$ cat src/rtl/edf_pkg.sv
// Shared types and constants for the EDF scheduler with frequency governor.
// No dependencies.
`timescale 1ns / 1ps
package edf_pkg;
    localparam int QUEUE_DEPTH_DEF = 16;
    localparam logic [15:0] PERF_THR_RESET = 16'd4000;
    localparam logic [2:0] LEVEL_MAX = 3'd4;

    localparam logic [2:0] EV_NONE     = 3'd0;
    localparam logic [2:0] EV_FINISH   = 3'd1;
    localparam logic [2:0] EV_MISS     = 3'd2;
    localparam logic [2:0] EV_PREEMPT  = 3'd3;
    localparam logic [2:0] EV_DISPATCH = 3'd4;

    localparam logic [0:0] CFG_MODE = 1'b0;
    localparam logic [0:0] CFG_THR  = 1'b1;

    localparam logic KIND_ADD  = 1'b0;
    localparam logic KIND_TICK = 1'b1;

    typedef struct packed {
        logic [7:0]  id;
        logic [15:0] absdl;
        logic [14:0] act;
        logic [14:0] exec;
    } thr_t;
endpackage

$ cat src/rtl/edf_scheduler_with_dvfs.sv
// Top level of the EDF scheduler with a five-level frequency governor.
// Depends on edf_pkg. Ready queue held in one synchronous memory.
`timescale 1ns / 1ps
//
// Usage:
//   s_* channel: one beat per add or tick item. tuser holds kind; tdata holds
//     thread_id, relative deadline, activation tick, execution ticks.
//   m_* channel: one result beat per item.
//   cfg_*: register writes (index 0 governor_mode, index 1 IPS threshold),
//     taken only while the block is idle; a config beat wins over an item.
// Flow: a dropped add (queue full) goes straight to the result step. An add
//   reads and shifts entries up until it finds its place; moves is the number
//   of entries shifted up, one per read/write pair. A tick reads the head,
//   decides and updates the governor; a dispatch pops the head, and a
//   preemption pops and re-inserts. The next item is accepted only after
//   its result is loaded.
// Reset: aresetn low clears counters, the run record and the level; queue
//   entries stay undefined and only entries below the count are read.
// Stall: a finished result sits in the output register; the next item can
//   be accepted and runs up to its last step, where it waits for the slot.
//
module edf_scheduler_with_dvfs
    import edf_pkg::*;
#(
    parameter int QUEUE_DEPTH = QUEUE_DEPTH_DEF
) (
    input  logic        aclk,
    input  logic        aresetn,
    input  logic        s_tvalid,
    output logic        s_tready,
    // tuser: kind[0]
    input  logic [0:0]  s_tuser,
    // tdata: thread_id[7:0], relative_deadline[22:8],
    // activation tick[37:23], execution ticks[52:38], zero fill to 56
    input  logic [55:0] s_tdata,
    output logic        m_tvalid,
    input  logic        m_tready,
    // tdata: accepted[0], running_valid[1], running_id[9:2],
    // sched_event[12:10], freq_level[15:13], time_now[31:16]
    output logic [31:0] m_tdata,
    input  logic        cfg_valid,
    output logic        cfg_ready,
    input  logic [0:0]  cfg_index,
    input  logic [15:0] cfg_data
);
    localparam int AW = (QUEUE_DEPTH > 1) ? $clog2(QUEUE_DEPTH) : 1;
    localparam int CW = $clog2(QUEUE_DEPTH + 1);
    localparam logic [CW-1:0] DEPTH_C = CW'(QUEUE_DEPTH);

    localparam logic [3:0] ST_IDLE   = 4'd0;
    localparam logic [3:0] ST_HEAD   = 4'd1;  // head read issued
    localparam logic [3:0] ST_DECIDE = 4'd2;
    localparam logic [3:0] ST_INS_RD = 4'd3;  // read pos-1
    localparam logic [3:0] ST_INS_CK = 4'd4;
    localparam logic [3:0] ST_POP_RD = 4'd5;
    localparam logic [3:0] ST_POP_WR = 4'd6;
    localparam logic [3:0] ST_GOV_RD = 4'd7;
    localparam logic [3:0] ST_GOV    = 4'd8;
    localparam logic [3:0] ST_OUT    = 4'd9;

    thr_t mem [QUEUE_DEPTH];
    thr_t rd_data_reg;
    logic          rd_en;
    logic [AW-1:0] rd_addr;
    logic          wr_en;
    logic [AW-1:0] wr_addr;
    thr_t          wr_data;

    always_ff @(posedge aclk) begin
        if (wr_en) mem[wr_addr] <= wr_data;
        if (rd_en) rd_data_reg <= mem[rd_addr];
    end

    logic [3:0]    state_reg, state_next;
    logic [CW-1:0] count_reg, count_next;
    logic [CW-1:0] pos_reg, pos_next;
    logic          run_valid_reg, run_valid_next;
    thr_t          run_reg, run_next;
    logic [14:0]   exec_cnt_reg, exec_cnt_next;
    logic [15:0]   tick_reg, tick_next;
    logic [15:0]   idle_reg, idle_next;
    logic [2:0]    level_reg, level_next;
    logic          mode_reg;
    logic [15:0]   thr_reg;
    thr_t          ins_reg, ins_next;     // record being inserted
    thr_t          head_reg, head_next;   // popped head
    logic          kind_reg, kind_next;
    logic          acc_reg, acc_next;
    logic [2:0]    ev_reg, ev_next;
    logic          after_pop_reg, after_pop_next; // insert follows a pop
    logic          mvalid_reg, mvalid_next;
    logic [31:0]   mdata_reg, mdata_next;

    assign s_tready  = (state_reg == ST_IDLE) && !cfg_valid;
    assign cfg_ready = (state_reg == ST_IDLE);
    assign m_tvalid  = mvalid_reg;
    assign m_tdata   = mdata_reg;

    wire s_fire = s_tvalid && s_tready;
    wire out_free = !mvalid_reg || m_tready;  // result slot free at this edge

    // governor usage terms (19-bit products)
    logic [15:0] busy;
    logic [18:0] busy5, t4, t2;
    logic        above80, below80, below40;
    logic signed [17:0] slack;
    logic        slack_inf;
    logic [15:0] ips;

    always_comb begin
        busy    = (idle_reg > tick_reg) ? 16'd0 : tick_reg - idle_reg;
        busy5   = {3'd0, busy} + {1'b0, busy, 2'b00};
        t4      = {1'b0, tick_reg, 2'b00};
        t2      = {2'b0, tick_reg, 1'b0};
        above80 = (tick_reg != 16'd0) && (busy5 > t4);
        below80 = (tick_reg == 16'd0) || (busy5 < t4);
        below40 = (tick_reg == 16'd0) || (busy5 < t2);
        slack_inf = 1'b0;
        slack     = '0;
        if (run_valid_reg)
            slack = $signed({2'b0, run_reg.absdl}) - $signed({2'b0, tick_reg});
        else if (count_reg != '0)
            slack = $signed({2'b0, rd_data_reg.absdl}) - $signed({2'b0, tick_reg});
        else
            slack_inf = 1'b1;
        ips = 16'd5000 + 16'(level_reg) * 16'd1250;
    end

    always_comb begin
        state_next     = state_reg;
        count_next     = count_reg;
        pos_next       = pos_reg;
        run_valid_next = run_valid_reg;
        run_next       = run_reg;
        exec_cnt_next  = exec_cnt_reg;
        tick_next      = tick_reg;
        idle_next      = idle_reg;
        level_next     = level_reg;
        ins_next       = ins_reg;
        head_next      = head_reg;
        kind_next      = kind_reg;
        acc_next       = acc_reg;
        ev_next        = ev_reg;
        after_pop_next = after_pop_reg;
        mvalid_next    = mvalid_reg;
        mdata_next     = mdata_reg;
        rd_en   = 1'b0;
        rd_addr = '0;
        wr_en   = 1'b0;
        wr_addr = '0;
        wr_data = ins_reg;

        if (mvalid_reg && m_tready) mvalid_next = 1'b0;

        case (state_reg)
            ST_IDLE: begin
                if (s_fire) begin
                    kind_next = s_tuser[0];
                    ins_next.id    = s_tdata[7:0];
                    ins_next.act   = s_tdata[37:23];
                    ins_next.absdl = {1'b0, s_tdata[37:23]} + {1'b0, s_tdata[22:8]};
                    ins_next.exec  = s_tdata[52:38];
                    acc_next = 1'b1;
                    ev_next  = EV_NONE;
                    after_pop_next = 1'b0;
                    rd_en    = 1'b1;
                    rd_addr  = '0;
                    if (s_tuser[0] == KIND_ADD) begin
                        if (count_reg >= DEPTH_C) begin
                            acc_next   = 1'b0;
                            state_next = ST_OUT;
                        end else begin
                            pos_next   = count_reg;
                            state_next = ST_INS_RD;
                        end
                    end else begin
                        state_next = ST_HEAD;
                    end
                end
            end
            ST_HEAD: state_next = ST_DECIDE;
            ST_DECIDE: begin
                state_next = ST_GOV_RD;
                if (run_valid_reg) begin
                    if (exec_cnt_reg >= run_reg.exec) begin
                        run_valid_next = 1'b0;
                        ev_next = EV_FINISH;
                    end else if (run_reg.absdl <= tick_reg) begin
                        run_valid_next = 1'b0;
                        ev_next = EV_MISS;
                    end else if (count_reg != '0 && rd_data_reg.absdl < run_reg.absdl
                                 && {1'b0, rd_data_reg.act} <= tick_reg) begin
                        ev_next   = EV_PREEMPT;
                        head_next = rd_data_reg;
                        ins_next  = run_reg;
                        ins_next.exec = run_reg.exec - exec_cnt_reg;
                        after_pop_next = 1'b1;
                        pos_next   = CW'(1);
                        state_next = ST_POP_RD;
                    end
                end else if (count_reg != '0 && {1'b0, rd_data_reg.act} <= tick_reg) begin
                    ev_next   = EV_DISPATCH;
                    head_next = rd_data_reg;
                    pos_next  = CW'(1);
                    state_next = ST_POP_RD;
                end
            end
            ST_POP_RD: begin
                // shift entry pos down to pos-1
                if (pos_reg >= count_reg) begin
                    count_next = count_reg - CW'(1);
                    run_next = head_reg;
                    run_valid_next = 1'b1;
                    exec_cnt_next = '0;
                    if (after_pop_reg) begin
                        pos_next   = count_reg - CW'(1);
                        state_next = ST_INS_RD;
                    end else begin
                        state_next = ST_GOV_RD;
                    end
                end else begin
                    rd_en   = 1'b1;
                    rd_addr = pos_reg[AW-1:0];
                    state_next = ST_POP_WR;
                end
            end
            ST_POP_WR: begin
                wr_en   = 1'b1;
                wr_addr = AW'(pos_reg - CW'(1));
                wr_data = rd_data_reg;
                pos_next = pos_reg + CW'(1);
                state_next = ST_POP_RD;
            end
            ST_INS_RD: begin
                if (pos_reg == '0) begin
                    wr_en = 1'b1;
                    wr_addr = '0;
                    count_next = count_reg + CW'(1);
                    state_next = (kind_reg == KIND_ADD) ? ST_OUT : ST_GOV_RD;
                end else begin
                    rd_en   = 1'b1;
                    rd_addr = AW'(pos_reg - CW'(1));
                    state_next = ST_INS_CK;
                end
            end
            ST_INS_CK: begin
                wr_en = 1'b1;
                wr_addr = pos_reg[AW-1:0];
                if (rd_data_reg.absdl > ins_reg.absdl) begin
                    wr_data  = rd_data_reg;
                    pos_next = pos_reg - CW'(1);
                    state_next = ST_INS_RD;
                end else begin
                    count_next = count_reg + CW'(1);
                    state_next = (kind_reg == KIND_ADD) ? ST_OUT : ST_GOV_RD;
                end
            end
            ST_GOV_RD: begin
                rd_en = 1'b1;
                rd_addr = '0;
                state_next = ST_GOV;
            end
            ST_GOV: begin
                // hold here until the result slot is free
                if (out_free) begin
                    if (!mode_reg) begin
                        if (above80 || (!slack_inf && slack < 18'sd5)) begin
                            if (level_reg < LEVEL_MAX) level_next = level_reg + 3'd1;
                        end else if (below80 && (slack_inf || slack > 18'sd5)) begin
                            if (level_reg != 3'd0) level_next = level_reg - 3'd1;
                        end
                    end else begin
                        if (ips < thr_reg) begin
                            if (level_reg < LEVEL_MAX) level_next = level_reg + 3'd1;
                        end else if (below40 && ips > thr_reg) begin
                            if (level_reg != 3'd0) level_next = level_reg - 3'd1;
                        end
                    end
                    if (run_valid_reg) begin
                        if (exec_cnt_reg != 15'h7FFF) exec_cnt_next = exec_cnt_reg + 15'd1;
                    end else if (idle_reg != 16'hFFFF) begin
                        idle_next = idle_reg + 16'd1;
                    end
                    if (tick_reg != 16'hFFFF) tick_next = tick_reg + 16'd1;
                    mdata_next = {tick_reg, level_next, ev_reg,
                                  run_valid_reg ? run_reg.id : 8'd0, run_valid_reg, acc_reg};
                    mvalid_next = 1'b1;
                    state_next  = ST_IDLE;
                end
            end
            ST_OUT: begin
                if (out_free) begin
                    mdata_next = {tick_reg, level_reg, ev_reg,
                                  run_valid_reg ? run_reg.id : 8'd0, run_valid_reg, acc_reg};
                    mvalid_next = 1'b1;
                    state_next  = ST_IDLE;
                end
            end
            default: state_next = ST_IDLE;
        endcase

        // mode write reloads the level; only taken while idle
        if (cfg_valid && cfg_ready && cfg_index == CFG_MODE)
            level_next = cfg_data[0] ? LEVEL_MAX : 3'd0;
    end

    always_ff @(posedge aclk) begin
        if (!aresetn) begin
            state_reg     <= ST_IDLE;
            count_reg     <= '0;
            run_valid_reg <= 1'b0;
            run_reg       <= '0;
            exec_cnt_reg  <= '0;
            tick_reg      <= '0;
            idle_reg      <= '0;
            level_reg     <= '0;
            mode_reg      <= 1'b0;
            thr_reg       <= PERF_THR_RESET;
            mvalid_reg    <= 1'b0;
        end else begin
            state_reg     <= state_next;
            count_reg     <= count_next;
            run_valid_reg <= run_valid_next;
            run_reg       <= run_next;
            exec_cnt_reg  <= exec_cnt_next;
            tick_reg      <= tick_next;
            idle_reg      <= idle_next;
            level_reg     <= level_next;
            mvalid_reg    <= mvalid_next;
            if (cfg_valid && cfg_ready) begin
                if (cfg_index == CFG_MODE) begin
                    mode_reg  <= cfg_data[0];
                end else if (cfg_index == CFG_THR) begin
                    thr_reg <= cfg_data;
                end
            end
        end
    end

    always_ff @(posedge aclk) begin
        pos_reg       <= pos_next;
        ins_reg       <= ins_next;
        head_reg      <= head_next;
        kind_reg      <= kind_next;
        acc_reg       <= acc_next;
        ev_reg        <= ev_next;
        after_pop_reg <= after_pop_next;
        mdata_reg     <= mdata_next;
    end

`ifndef SYNTHESIS
    a_count_bound: assert property (@(posedge aclk) disable iff (!aresetn)
        count_reg <= DEPTH_C) else $error("queue count above depth");
    a_level_bound: assert property (@(posedge aclk) disable iff (!aresetn)
        level_reg <= LEVEL_MAX) else $error("level out of range");
    a_no_accept_busy: assert property (@(posedge aclk) disable iff (!aresetn)
        s_fire |=> !s_tready) else $error("accept while busy");
    a_tick_mono: assert property (@(posedge aclk) disable iff (!aresetn)
        $past(aresetn) |-> tick_reg >= $past(tick_reg)) else $error("time went back");
`endif
endmodule

$ cat config.mk
export PLATFORM = sky130hd
export DESIGN_NAME = edf_scheduler_with_dvfs
export DESIGN_NICKNAME = d
export VERILOG_FILES = /design/src/rtl/edf_pkg.sv /design/src/rtl/edf_scheduler_with_dvfs.sv
export SDC_FILE = /design/constraint.sdc
export NUM_CORES = 2
export LEC_CHECK = 0
export BUFFER_PORTS_ARGS = -buffer_cell sky130_fd_sc_hd__buf_4
export CELL_PAD_IN_SITES_DETAIL_PLACEMENT = 0
export CELL_PAD_IN_SITES_GLOBAL_PLACEMENT = 1
export CORE_MARGIN = 2
export CORE_UTILIZATION = 52
export CTS_CLUSTER_SIZE = 28
export DETAILED_ROUTE_END_ITERATION = 10
export GPL_ROUTABILITY_DRIVEN = 0
export PLACE_DENSITY_LB_ADDON = 0.1
export SYNTH_ARGS = -nofsm -noshare
export SYNTH_HDL_FRONTEND = slang
export SYNTH_SLANG_ARGS = --single-unit
$ cat constraint.sdc
create_clock -name aclk -period 8.85 [get_ports aclk]
set_input_delay 0.885 -clock aclk [delete_from_list [all_inputs] [get_ports aclk]]
set_output_delay 0.885 -clock aclk [all_outputs]
set_load 0.01 [all_outputs]
==> qor.txt <==
Status - finished clean
Vias in the first global route - 34950
Critical Path AT - 8130 ps
Post-Syn Area - 55490 um2
Largest family of logic cells by synthesized area - compound AO/OA/AOI/OAI gates
Predominant post-synthesis flop cell - edfxtp_1
Global route overflow - 0
Leakage - 21.35 nW
Largest net degree at the start of global routing - 170
Worst Path Required - 9290 ps
Gate Count Post-Synth - 4642
Slew @ Worst Pin - 1235 ps
Register area share after synthesis - 62.61%
Max VDD drop - 0.0001844 V
CTS tree - built
Drt first-iter violations - 3735
Total of max-cap violations - 0
Share of layout cells above drive strength 1 - 9.383%
Core area - 105600 um2
Setup slack, reg-to-reg - 1160 ps
Htree depth - 3
Post-DRT Antenna Nets - 0
GRT Total Usage - 27.45%
Syn_area_per_cell - 11.95 um2
Num CTS Buffers - 120
First-pass GRT wire length - 222900 um
Die area - 109300 um2
Post-Synth XOR/XNOR Area - 1.815%
CP endpoint - m_tdata[15]$_DFFE_PP_
Vias - 37350
Setup-failing EPs final - 0
Most frequent cells in the layout - edfxtp_1 (1069), nand2_1 (787), a211oi_1 (286), a21oi_1 (231), and2_1 (215)
Final hold violation count - 0
Power Density - 236.5 nW/um2
Synth warn - 0
Mux cell area share after synthesis - 0.9808%
Critical path fanouts, max - 13
F_max - 130.0 MHz
Max Buffers Root-to-Sink - 3
CP max-delay cell - a2111oi_0
Most common cell after layout, fill and taps aside - edfxtp_1
FFs w/ async S/R, synth - 0%
Final min period - 7694 ps
Crit path from - tick_reg[1]$_SDFFE_PN0P_
Num rows - 119
Non-Filler Instances - 6190
Final net count - 4985
CTS resizes - 0
Die height - 330.7 um
Synth Area in Adders - 4.926%
R2r startpoint - tick_reg[1]$_SDFFE_PN0P_
Area grow syn2layout - 11.40%
Reg2Reg Depth - 27
Share of the synthesized area in the top cell type - 57.85%
Starting density of the core - 52.57%
RSZ-0062 raised after global routing - no
Synth Area in Compound Gates - 14.49%
Setup Buffers After CTS - 0
Cell taking the most area after synthesis - edfxtp_1
Post-Synth Simple-Gate Area - 12.31%
Worst-Skew Late Latency - 730 ps
Setup_tns - 0 ps
DR DRC count - 0
Worst Setup Path Type - register to register
CP peak stage delay - 530 ps
Worst-path clk slew - 60 ps
Antenna violations before repair - 3
Die X - 330.7 um
Critical path endpoint category - register
Biggest register - mem
DRT Pass-1 Iters - 5
CTS sink cnt - 1201
Layout Utilization - 58.56%
Vias per cell - 6.033
Synthesized flop and latch total - 1201
Routed length per instance - 24.41 um
Synth Net Count - 4933
End of the worst register-to-register path - m_tdata[15]$_DFFE_PP_
Root buffer cell - clkbuf_16
Hold WS - 384.8 ps
Max_slew headroom - 17.48%
Final slew viol count - 0
Period Utilization, post-route - 86.94%
Hold crit path type - input pin to register
Critical Path Start Type - register
Max FFs per register - 864
Clk_skew - 41.21 ps
Post-DP HPWL - 88010 um
Hold-fix buffers, CTS - 0
WL final - 151100 um
Cells taking the most area after synthesis - edfxtp_1 (58%), nand2_1 (5.3%), dfxtp_1 (4.8%)
IO buf count - 110
DP Cell Count - 5963
I/O pin count - 114
Post-synth EDFFs - 1069
Fill cells - 8618
Count of different cell masters after synthesis - 85
==> power breakdown <==
| group | internal [mW] | switching (mW) |
|---|---|---|
| Sequential | 6.82 | 0.233 |
| Combinational | 0.810 | 1.81 |
| Clock | 2.77 | 2.17 |
==> worst max-delay path: cells and delay by family, from the launching register on <==
kind	cells	cell delay (ps)
AOI/OAI and AO/OA	14	3240
xor gates and xnor gates	1	230
adders and majority gates	4	1300
buffers and inverters	1	290
DFF	1	420
muxes	1	400
and+or+nand+nor	6	1550
==> area by class of cell <==
class / instances / area [um2] / area share, %
Clock buffer: 163 / 3234 / 5.232
Inverter: 162 / 608.1 / 0.9836
Sequential cell: 1201 / 34740 / 56.20
Clock inverter: 61 / 576.8 / 0.9330
Antenna cell: 3 / 7.507 / 0.01214
Tap cell: 1391 / 1740 / 2.815
Timing Repair Buffer: 186 / 1534 / 2.481
Multi-Input combinational cell: 3023 / 19370 / 31.34
==> worst min-delay path by stage <==
| stage | startpoint | end | cells after the start |
|---|---|---|---|
| after floorplan | acc_reg$_SDFFCE_PP1P_ | m_tdata[0]$_DFFE_PP_ | 0 |
| after global placement | acc_reg$_SDFFCE_PP1P_ | m_tdata[0]$_DFFE_PP_ | 0 |
| after detailed placement | acc_reg$_SDFFCE_PP1P_ | m_tdata[0]$_DFFE_PP_ | 0 |
| after CTS | cfg_data[7] | thr_reg[7]$_SDFFE_PN1P_ | 3 |
| after global routing | cfg_data[9] | thr_reg[9]$_SDFFE_PN1P_ | 3 |
| final | cfg_data[5] | thr_reg[5]$_SDFFE_PN1P_ | 3 |
==> synthesized netlist by cell type (all sizes together), types with 42 or more instances <==
library cell  count
a211oi          288
a21boi           79
a21o             51
a21oi           236
a311oi          110
a31oi           130
and2            267
clkbuf          236
dfxtp           132
edfxtp         1069
ha              204
inv             161
mux2             43
nand2           788
nand3            52
nand4            42
nor2            145
nor3             50
o21ai           120
xnor2            87
==> through the flow <==
stage	setup slack [ps]	power (mW)	instance area, um2
2_1_floorplan	1475	8.741	55490
3_3_place_gp	1357	9.737	58000
3_5_place_dp	1281	9.762	58000
4_1_cts	1229	14.68	61810
5_1_grt	565.1	15.19	61810
6_report	1156	14.62	61820
==> logic make-up (layout without fill, tap and decap cells) <==
| logic type | after synthesis | count (layout) |
|---|---|---|
| AOI/OAI and AO/OA | 1174 | 1174 |
| xor gates and xnor gates | 112 | 112 |
| adders and majority gates | 214 | 214 |
| buffers and inverters | 418 | 572 |
| DFF | 1201 | 1201 |
| muxes | 49 | 49 |
| other | 0 | 3 |
| and+or+nand+nor | 1474 | 1474 |
==> metal layers <==
metal / GRT usage [%] / wire, um / up-vias
li1: - / - / 17450
met1: 40.20 / 67810 / 18480
met2: 42.75 / 68870 / 1221
met3: 3.659 / 10310 / 194
met4: 8.489 / 4120 / 0
met5: 0 / 0 / -
(Power assumes the default switching activity.)
